**src/rtl/core/int8_vector_l2_normalizer_top_defines.svh**
```systemverilog
// assertion macros for the l2 normalizer
`ifndef INT8_VECTOR_L2_NORMALIZER_TOP_DEFINES_SVH
`define INT8_VECTOR_L2_NORMALIZER_TOP_DEFINES_SVH
`ifndef NO_ASSERTIONS
`define L2N_ASSERT_IMPL(label, clk, rstn, prop) \
    label: assert property (@(posedge clk) disable iff (!rstn) prop) else $error("l2n check failed");
`define L2N_ASSERT_NEXT(label, clk, rstn, a, b) \
    label: assert property (@(posedge clk) disable iff (!rstn) (a) |=> (b)) else $error("l2n check failed");
`else
`define L2N_ASSERT_IMPL(label, clk, rstn, prop)
`define L2N_ASSERT_NEXT(label, clk, rstn, a, b)
`endif
`endif

```
**src/rtl/core/l2n_pkg.sv**
```systemverilog
// shared types and constants for the l2 normalizer
`timescale 1ns / 1ps
`default_nettype none
package l2n_pkg;
    localparam int ELEM_W = 8;
    localparam int NORM_W = 16;
    localparam int SUM_W  = 24;
    localparam int QMAG_W = 16;
    localparam logic [QMAG_W-1:0] QMAX = 16'd32767;
    typedef logic signed [ELEM_W-1:0] elem_t;
    typedef logic signed [NORM_W-1:0] norm_t;
    typedef logic [SUM_W-1:0] sum_t;
    typedef struct packed {
        logic start;
        logic busy;
        logic done;
    } lane_ctl_t;
endpackage
`default_nettype wire

```
**src/rtl/core/l2n_lane.sv**
```systemverilog
// one lane: bit-serial search for q with q*q*s <= a*a*2^30
`timescale 1ns / 1ps
`default_nettype none
module l2n_lane
    import l2n_pkg::*;
(
    input  wire logic  aclk,
    input  wire logic  aresetn,
    input  wire logic  start,
    input  wire elem_t x,
    input  wire sum_t  s,
    input  wire logic  valid,
    output norm_t      result,
    output logic       done
);
    // phases per bit: 0 square c, 1 multiply by s, 2 compare
    logic [1:0]  phase_reg, phase_next;
    logic [4:0]  bit_reg, bit_next;
    logic        busy_reg, busy_next;
    logic        done_reg, done_next;
    logic [15:0] q_reg, q_next;
    logic [31:0] csq_reg, csq_next;
    logic [55:0] prod_reg, prod_next;
    logic [7:0]  a_reg, a_next;
    logic        neg_reg, neg_next;
    logic [15:0] cand;
    logic [44:0] target;
    logic [15:0] mag;

    assign cand   = q_reg | (16'd1 << bit_reg[3:0]);
    assign target = {23'd0, 8'd0, a_reg} * {37'd0, a_reg} << 30;

    always_comb begin
        phase_next = phase_reg;
        bit_next   = bit_reg;
        busy_next  = busy_reg;
        done_next  = 1'b0;
        q_next     = q_reg;
        csq_next   = csq_reg;
        prod_next  = prod_reg;
        a_next     = a_reg;
        neg_next   = neg_reg;
        if (start) begin
            a_next     = x[7] ? 8'(-x) : 8'(x);
            neg_next   = x[7];
            q_next     = '0;
            bit_next   = 5'd15;
            phase_next = 2'd0;
            busy_next  = valid;
            done_next  = !valid;
        end else if (busy_reg) begin
            case (phase_reg)
                2'd0: begin
                    csq_next   = 32'(cand) * 32'(cand);
                    phase_next = 2'd1;
                end
                2'd1: begin
                    prod_next  = 56'(csq_reg) * 56'(s);
                    phase_next = 2'd2;
                end
                default: begin
                    if (prod_reg <= 56'(target)) q_next = cand;
                    phase_next = 2'd0;
                    if (bit_reg == 5'd0) begin
                        busy_next = 1'b0;
                        done_next = 1'b1;
                    end else begin
                        bit_next = bit_reg - 5'd1;
                    end
                end
            endcase
        end
    end

    always_ff @(posedge aclk) begin
        if (!aresetn) begin
            busy_reg <= 1'b0;
            done_reg <= 1'b0;
        end else begin
            busy_reg <= busy_next;
            done_reg <= done_next;
        end
        phase_reg <= phase_next;
        bit_reg   <= bit_next;
        q_reg     <= q_next;
        csq_reg   <= csq_next;
        prod_reg  <= prod_next;
        a_reg     <= a_next;
        neg_reg   <= neg_next;
    end

    assign mag    = (q_reg > QMAX) ? QMAX : q_reg;
    assign result = neg_reg ? norm_t'(-mag) : norm_t'(mag);
    assign done   = done_reg;
endmodule
`default_nettype wire
```
**config.mk**
```make
export PLATFORM = sky130hd
export DESIGN_NAME = l2n_lane
export DESIGN_NICKNAME = d
export VERILOG_FILES = /design/src/rtl/core/int8_vector_l2_normalizer_top_defines.svh /design/src/rtl/core/l2n_pkg.sv /design/src/rtl/core/l2n_lane.sv
export SDC_FILE = /design/constraint.sdc
export NUM_CORES = 2
export LEC_CHECK = 0
export ABC_AREA = 0
export BUFFER_PORTS_ARGS = -buffer_cell sky130_fd_sc_hd__buf_2
export CAP_MARGIN = 30
export CORE_MARGIN = 2
export CORE_UTILIZATION = 45
export CTS_CLUSTER_SIZE = 12
export DETAILED_ROUTE_END_ITERATION = 16
export RECOVER_POWER = 50
export SLEW_MARGIN = 20
export SYNTH_ARGS = -nofsm -noshare
export SYNTH_HDL_FRONTEND = slang
export SYNTH_SLANG_ARGS = --single-unit
```
**constraint.sdc**
```tcl
create_clock -name aclk -period 11 [get_ports aclk]
set_input_delay 2.2 -clock aclk [delete_from_list [all_inputs] [get_ports aclk]]
set_output_delay 2.2 -clock aclk [all_outputs]
set_load 0.01 [all_outputs]
```
; ---- Word-level counts from Yosys, hierarchy flattened
; Index checks and enable logic that the tools add are counted.
[word_totals]
reg_bits = 122
inputBits = 36
out_inout_bits = 17
wordCells = 44
[op_classes]
add_sub_neg = 3
n_mul = 3
order_cmp = 2
n_eq_ne = 1
shift = 1
muxes = 12
n_bitwise = 4
reduce_logical = 8
[op_table]
columns = cell, n
row1 = less-or-equal comparator 56 x 45 -> 1 bit, 1
row2 = multiplier 32 x 24 -> 56 bit, 1
row3 = multiplier 16 x 16 -> 32 bit, 1
row4 = 2-to-1 mux 16 bit, 2
row5 = "> comparator 16 x 15 -> 1 bit, second input constant", 1
row6 = negator 16 bit, 1
row7 = OR 16 bit, 1
row8 = "<< shifter 1 x 4 -> 16 bit, first input constant", 1
row9 = multiplier 8 x 8 -> 15 bit, 1
row10 = AND reduction 3 bit, 4
row11 = 2-to-1 mux 1 bit, 8
row12 = negator 8 bit, 1
row13 = 2-to-1 mux 7 bit, 1
row14 = zero test 5 bit, 1
row15 = "subtractor 5 x 1 -> 5 bit, second input constant", 1
row16 = one-hot mux 2 bit (2 select lines), 1
row17 = inverter 1 bit, 3
row18 = "equality test 2 x 1 -> 1 bit, second input constant", 1
row19 = zero test 2 bit, 1
row20 = OR reduction 2 bit, 1
row21 = zero test 1 bit, 1

; ---- Depth between registers and ports, before layout
[depth]
word_depth = 5
ltp_mapped = 30

; ---- Least setup slack after synthesis
; Ideal clock, no wire load.
[synth_path]
kind = input to register
start = input port s[3]
end = register prod_reg[50], data pin
arrival_time_ns = 8.236
required_ns = 10.734
path_slack_ns = 2.498
path_stages = 26
path_buffers = 2
cell_sequence = clkbuf_1 -> nand2_1 -> fa_1 -> inv_1 -> fa_1 -> inv_1 -> fa_1 -> fa_1 -> inv_1 -> fa_1 -> fa_1 -> inv_1 -> fa_1 -> inv_1 -> ha_1 -> buf_2 -> and4_1 -> nand2_1 -> o211ai_2 -> a221oi_1 -> a21boi_2 -> nand4b_4 -> a31oi_2 -> a31oi_1 -> o21ai_1 -> xor2_1
[synth_between]
elab_chain_len = 1
[synth_rtl]
columns = item, line_no
row1 = from (decl), l2n_lane.sv:11  ; input wire sum_t s,
row2 = multiplier 32 x 24 -> 56 bit, l2n_lane.sv:58  ; prod_next = 56'(csq_reg) * 56'(s);
row3 = to (signal assigned), l2n_lane.sv:87  ; prod_reg <= prod_next;
row4 = to (decl), l2n_lane.sv:23  ; logic [55:0] prod_reg, prod_next;
; No other way between the ends.
; A chain may end at the register's enable or synchronous reset.

; ---- Worst setup path after layout
[layout_path]
start = input port s[1]
end = register prod_reg[55], data pin
; The elaborated chain is that of the path after synthesis.

==> impl_metrics.tcl <==
set metrics [dict create \
    die_area_sq_um 86700 \
    reg2regPathDepth 25 \
    fin_util 0.477 \
    cp.arrival_ns 9.78 \
    postRouteAntennaNets 0 \
    relSlewSlack -1.13 \
    dp.cells 5137 \
    rsz0062_at_grt "no" \
    first_pass_iters 5 \
    synth_cells 4134 \
    crit_path_start_kind "input pin" \
    holdPathStages 2 \
    gr-usage-all-layers 0.227 \
    tns_ns 0 \
    synth_warnings 0 \
    hold_path.class "reg -> reg" \
    syn_to_final_growth_pct 4.92 \
    grt.overflow.total 0 \
    setup_viol 0 \
    cts_buffers 17 \
    path_clk_slew_ns 0.06 \
    tightest_slew_ns 3.19 \
    final_cell_mix "inv_1, fa_1, nand2_1" \
    grt_max_degree 57 \
    nNetsFinal 5279 \
    routed-via-count 26800 \
    instances_no_fill 5172 \
    fmax_mhz 104 \
    netlist-cell-type-count 72 \
    finalWeightedCongestion 0.892 \
    start_util 0.454 \
    synth_edf_count 96 \
    cp.depth 24 \
    critPathMaxStageDelay_ns 1.14 \
    min-delay-start "bit_reg[4]$_SDFFE_PP0P_" \
    via_per_inst 5.17 \
    final_common_cell "inv_1" \
    finalCriticalPeriod_ns 9.59 \
    route.detailed.drc 0 \
    antenna_found_initial 5 \
    grt_pass1_vias 29200 \
    min_to "bit_reg[4]$_SDFFE_PP0P_" \
    hold_viol 0 \
    timing.rr.start "csq_reg[8]$_DFFE_PP_" \
    slowest_stage "clkbuf_1" \
    cp_max_fo 31 \
    ys_seq_area_frac 0.0891 \
    routedWlPerCell_microns 17.8 \
    syn_area_sq_um 38000 \
    cts.htree.levels 4 \
    clk_path_buf_depth 2 \
    clock_tree.root_cell "clkbuf_16" \
    worstSetupPathType "in -> reg" \
    synth_ff_type "edfxtp_1" \
    cts_tree "done" \
    drt-initial-drc-count 1308 \
    grt_pass1_wl_mm 154 \
    rows 106 \
    r2r-end "prod_reg[50]$_DFFE_PP_" \
    max_cap_viol_count 5 \
    cts-resized-gates 0 \
    skew_ns 0.00894 \
    violations "max-capacitance violations, max-slew violations" \
    post_cts_buffers 0 \
    cp_cell_sequence "clkbuf_1 -> and2_1 -> fa_1 -> fa_1 -> inv_1 -> fa_1 -> fa_1 -> inv_1 -> fa_1 -> fa_1 -> inv_1 -> fa_1 -> inv_1 -> ha_1 -> a21oi_1 -> nor2_1 -> o21ai_0 -> a21oi_1 -> a311oi_1 -> nor3_1 -> o31ai_2 -> o21ai_2 -> a31oi_1 -> xnor2_1" \
    status "finished, violations left" \
    path_buf_inv 5 \
    die_h_microns 294 \
    synth-seq-cells 121 \
    synth.avg_cell_area_sq_um 9.19 \
    drv_slew 192 \
    dp_hpwl_mm 73.5 \
    postCtsHoldBufs 0 \
    core_sq_um 83600 \
    critPathCaptureType "flip-flop" \
    clkLatencyLatePin_ns 0.44 \
    port_buffers 52 \
    routed_wl_mm 92.1 \
    critPathTopFamily "adder cells" \
    largest_reg_flops 56 \
    cts.sinks 121 \
    io_pins 53 \
    synthArstFlopShare 0 \
    critPathRequiredTime_ns 11.19 \
    crit_top_cell "fa_1" \
    fin_crit_sh 0.871 \
    r2r_setup_slack_ns 3.27 \
    drive_above_1_share 0.0401 \
    die_w_microns 294 \
]
per-layer routing:
| layer | part of all wire | GRT usage |
|---|---|---|
| met1 | 0.41 | 0.287 |
| met3 | 0.038 | 0.0243 |
| met4 | 0.030 | 0.0739 |
| met2 | 0.52 | 0.406 |
| met5 | 0.00017 | 0 |
worst max-delay path by stage:
stage | to | slack [ns] | startpoint
floorplan | prod_reg[50]$_DFFE_PP_ | 2.50 | s[3]
global placement | prod_reg[55]$_DFFE_PP_ | 1.76 | s[3]
detailed placement | prod_reg[50]$_DFFE_PP_ | 1.63 | s[9]
CTS | prod_reg[50]$_DFFE_PP_ | 2.09 | s[9]
global route | prod_reg[51]$_DFFE_PP_ | 1.04 | s[1]
finish | prod_reg[55]$_DFFE_PP_ | 1.41 | s[1]
metrics by stage:
stage	setup slack [ns]	hold slack [ns]	area [sq um]
final	1.41	0.537	39800
after floorplan	2.50	0.489	38000
after global placement	1.76	0.513	39300
after detailed placement	1.63	0.526	39300
after global routing	1.04	0.566	39800
after CTS	2.09	0.539	39900
cells in the mapped netlist, types with 6 or more instances:
master | n | area share
and3_1 | 10 | 0.0016
o21ai_0 | 47 | 0.0062
dfxtp_1 | 25 | 0.013
a21oi_1 | 108 | 0.014
edfxtp_1 | 96 | 0.076
a31oi_1 | 16 | 0.0026
nand2b_1 | 14 | 0.0023
and2_1 | 442 | 0.073
fa_1 | 834 | 0.44
inv_1 | 996 | 0.098
clkbuf_1 | 173 | 0.017
a211oi_1 | 6 | 0.0012
nor4_1 | 12 | 0.0020
a21o_1 | 50 | 0.0099
nand2_1 | 471 | 0.047
xor2_1 | 35 | 0.0081
o21ai_1 | 7 | 0.00092
o21bai_1 | 19 | 0.0038
xnor2_1 | 82 | 0.019
nand3_1 | 25 | 0.0033
nor2b_1 | 18 | 0.0030
nor3_2 | 11 | 0.0029
nor2_1 | 150 | 0.015
o21a_1 | 12 | 0.0024
ha_1 | 332 | 0.11
nand4_1 | 16 | 0.0026
nor3_1 | 22 | 0.0029
kinds of logic after synthesis:
| logic type | count (synthesis) | synth area share |
|---|---|---|
| other cells | 2 | 0.000198 |
| xor+xnor | 117 | 0.0270 |
| flops | 121 | 0.0891 |
| mux | 3 | 0.000890 |
| fa+ha+maj | 1166 | 0.549 |
| buf+inv | 1184 | 0.117 |
| simple gates | 1215 | 0.160 |
| compound gates | 326 | 0.0561 |
cell type report:
type	count	area (sq um)
Sequential cell	121	3380
Inverter	1000	3750
Clock inverter	15	155
Timing Repair Buffer	100	608
Tap cell	1080	1350
Multi-Input combinational cell	2837	30200
Antenna cell	2	5.00
Fill cell	8016	43700
Clock buffer	17	425
worst min-delay path: stages, from the launching register on:
cell and delay [ns]:
dfxtp_1 0.36, xor2_1 0.07, nor2_1 0.07
Power is left out: the tool's default activity adds up to more than one toggle a clock period on the data nets, which glitch-free logic cannot reach.
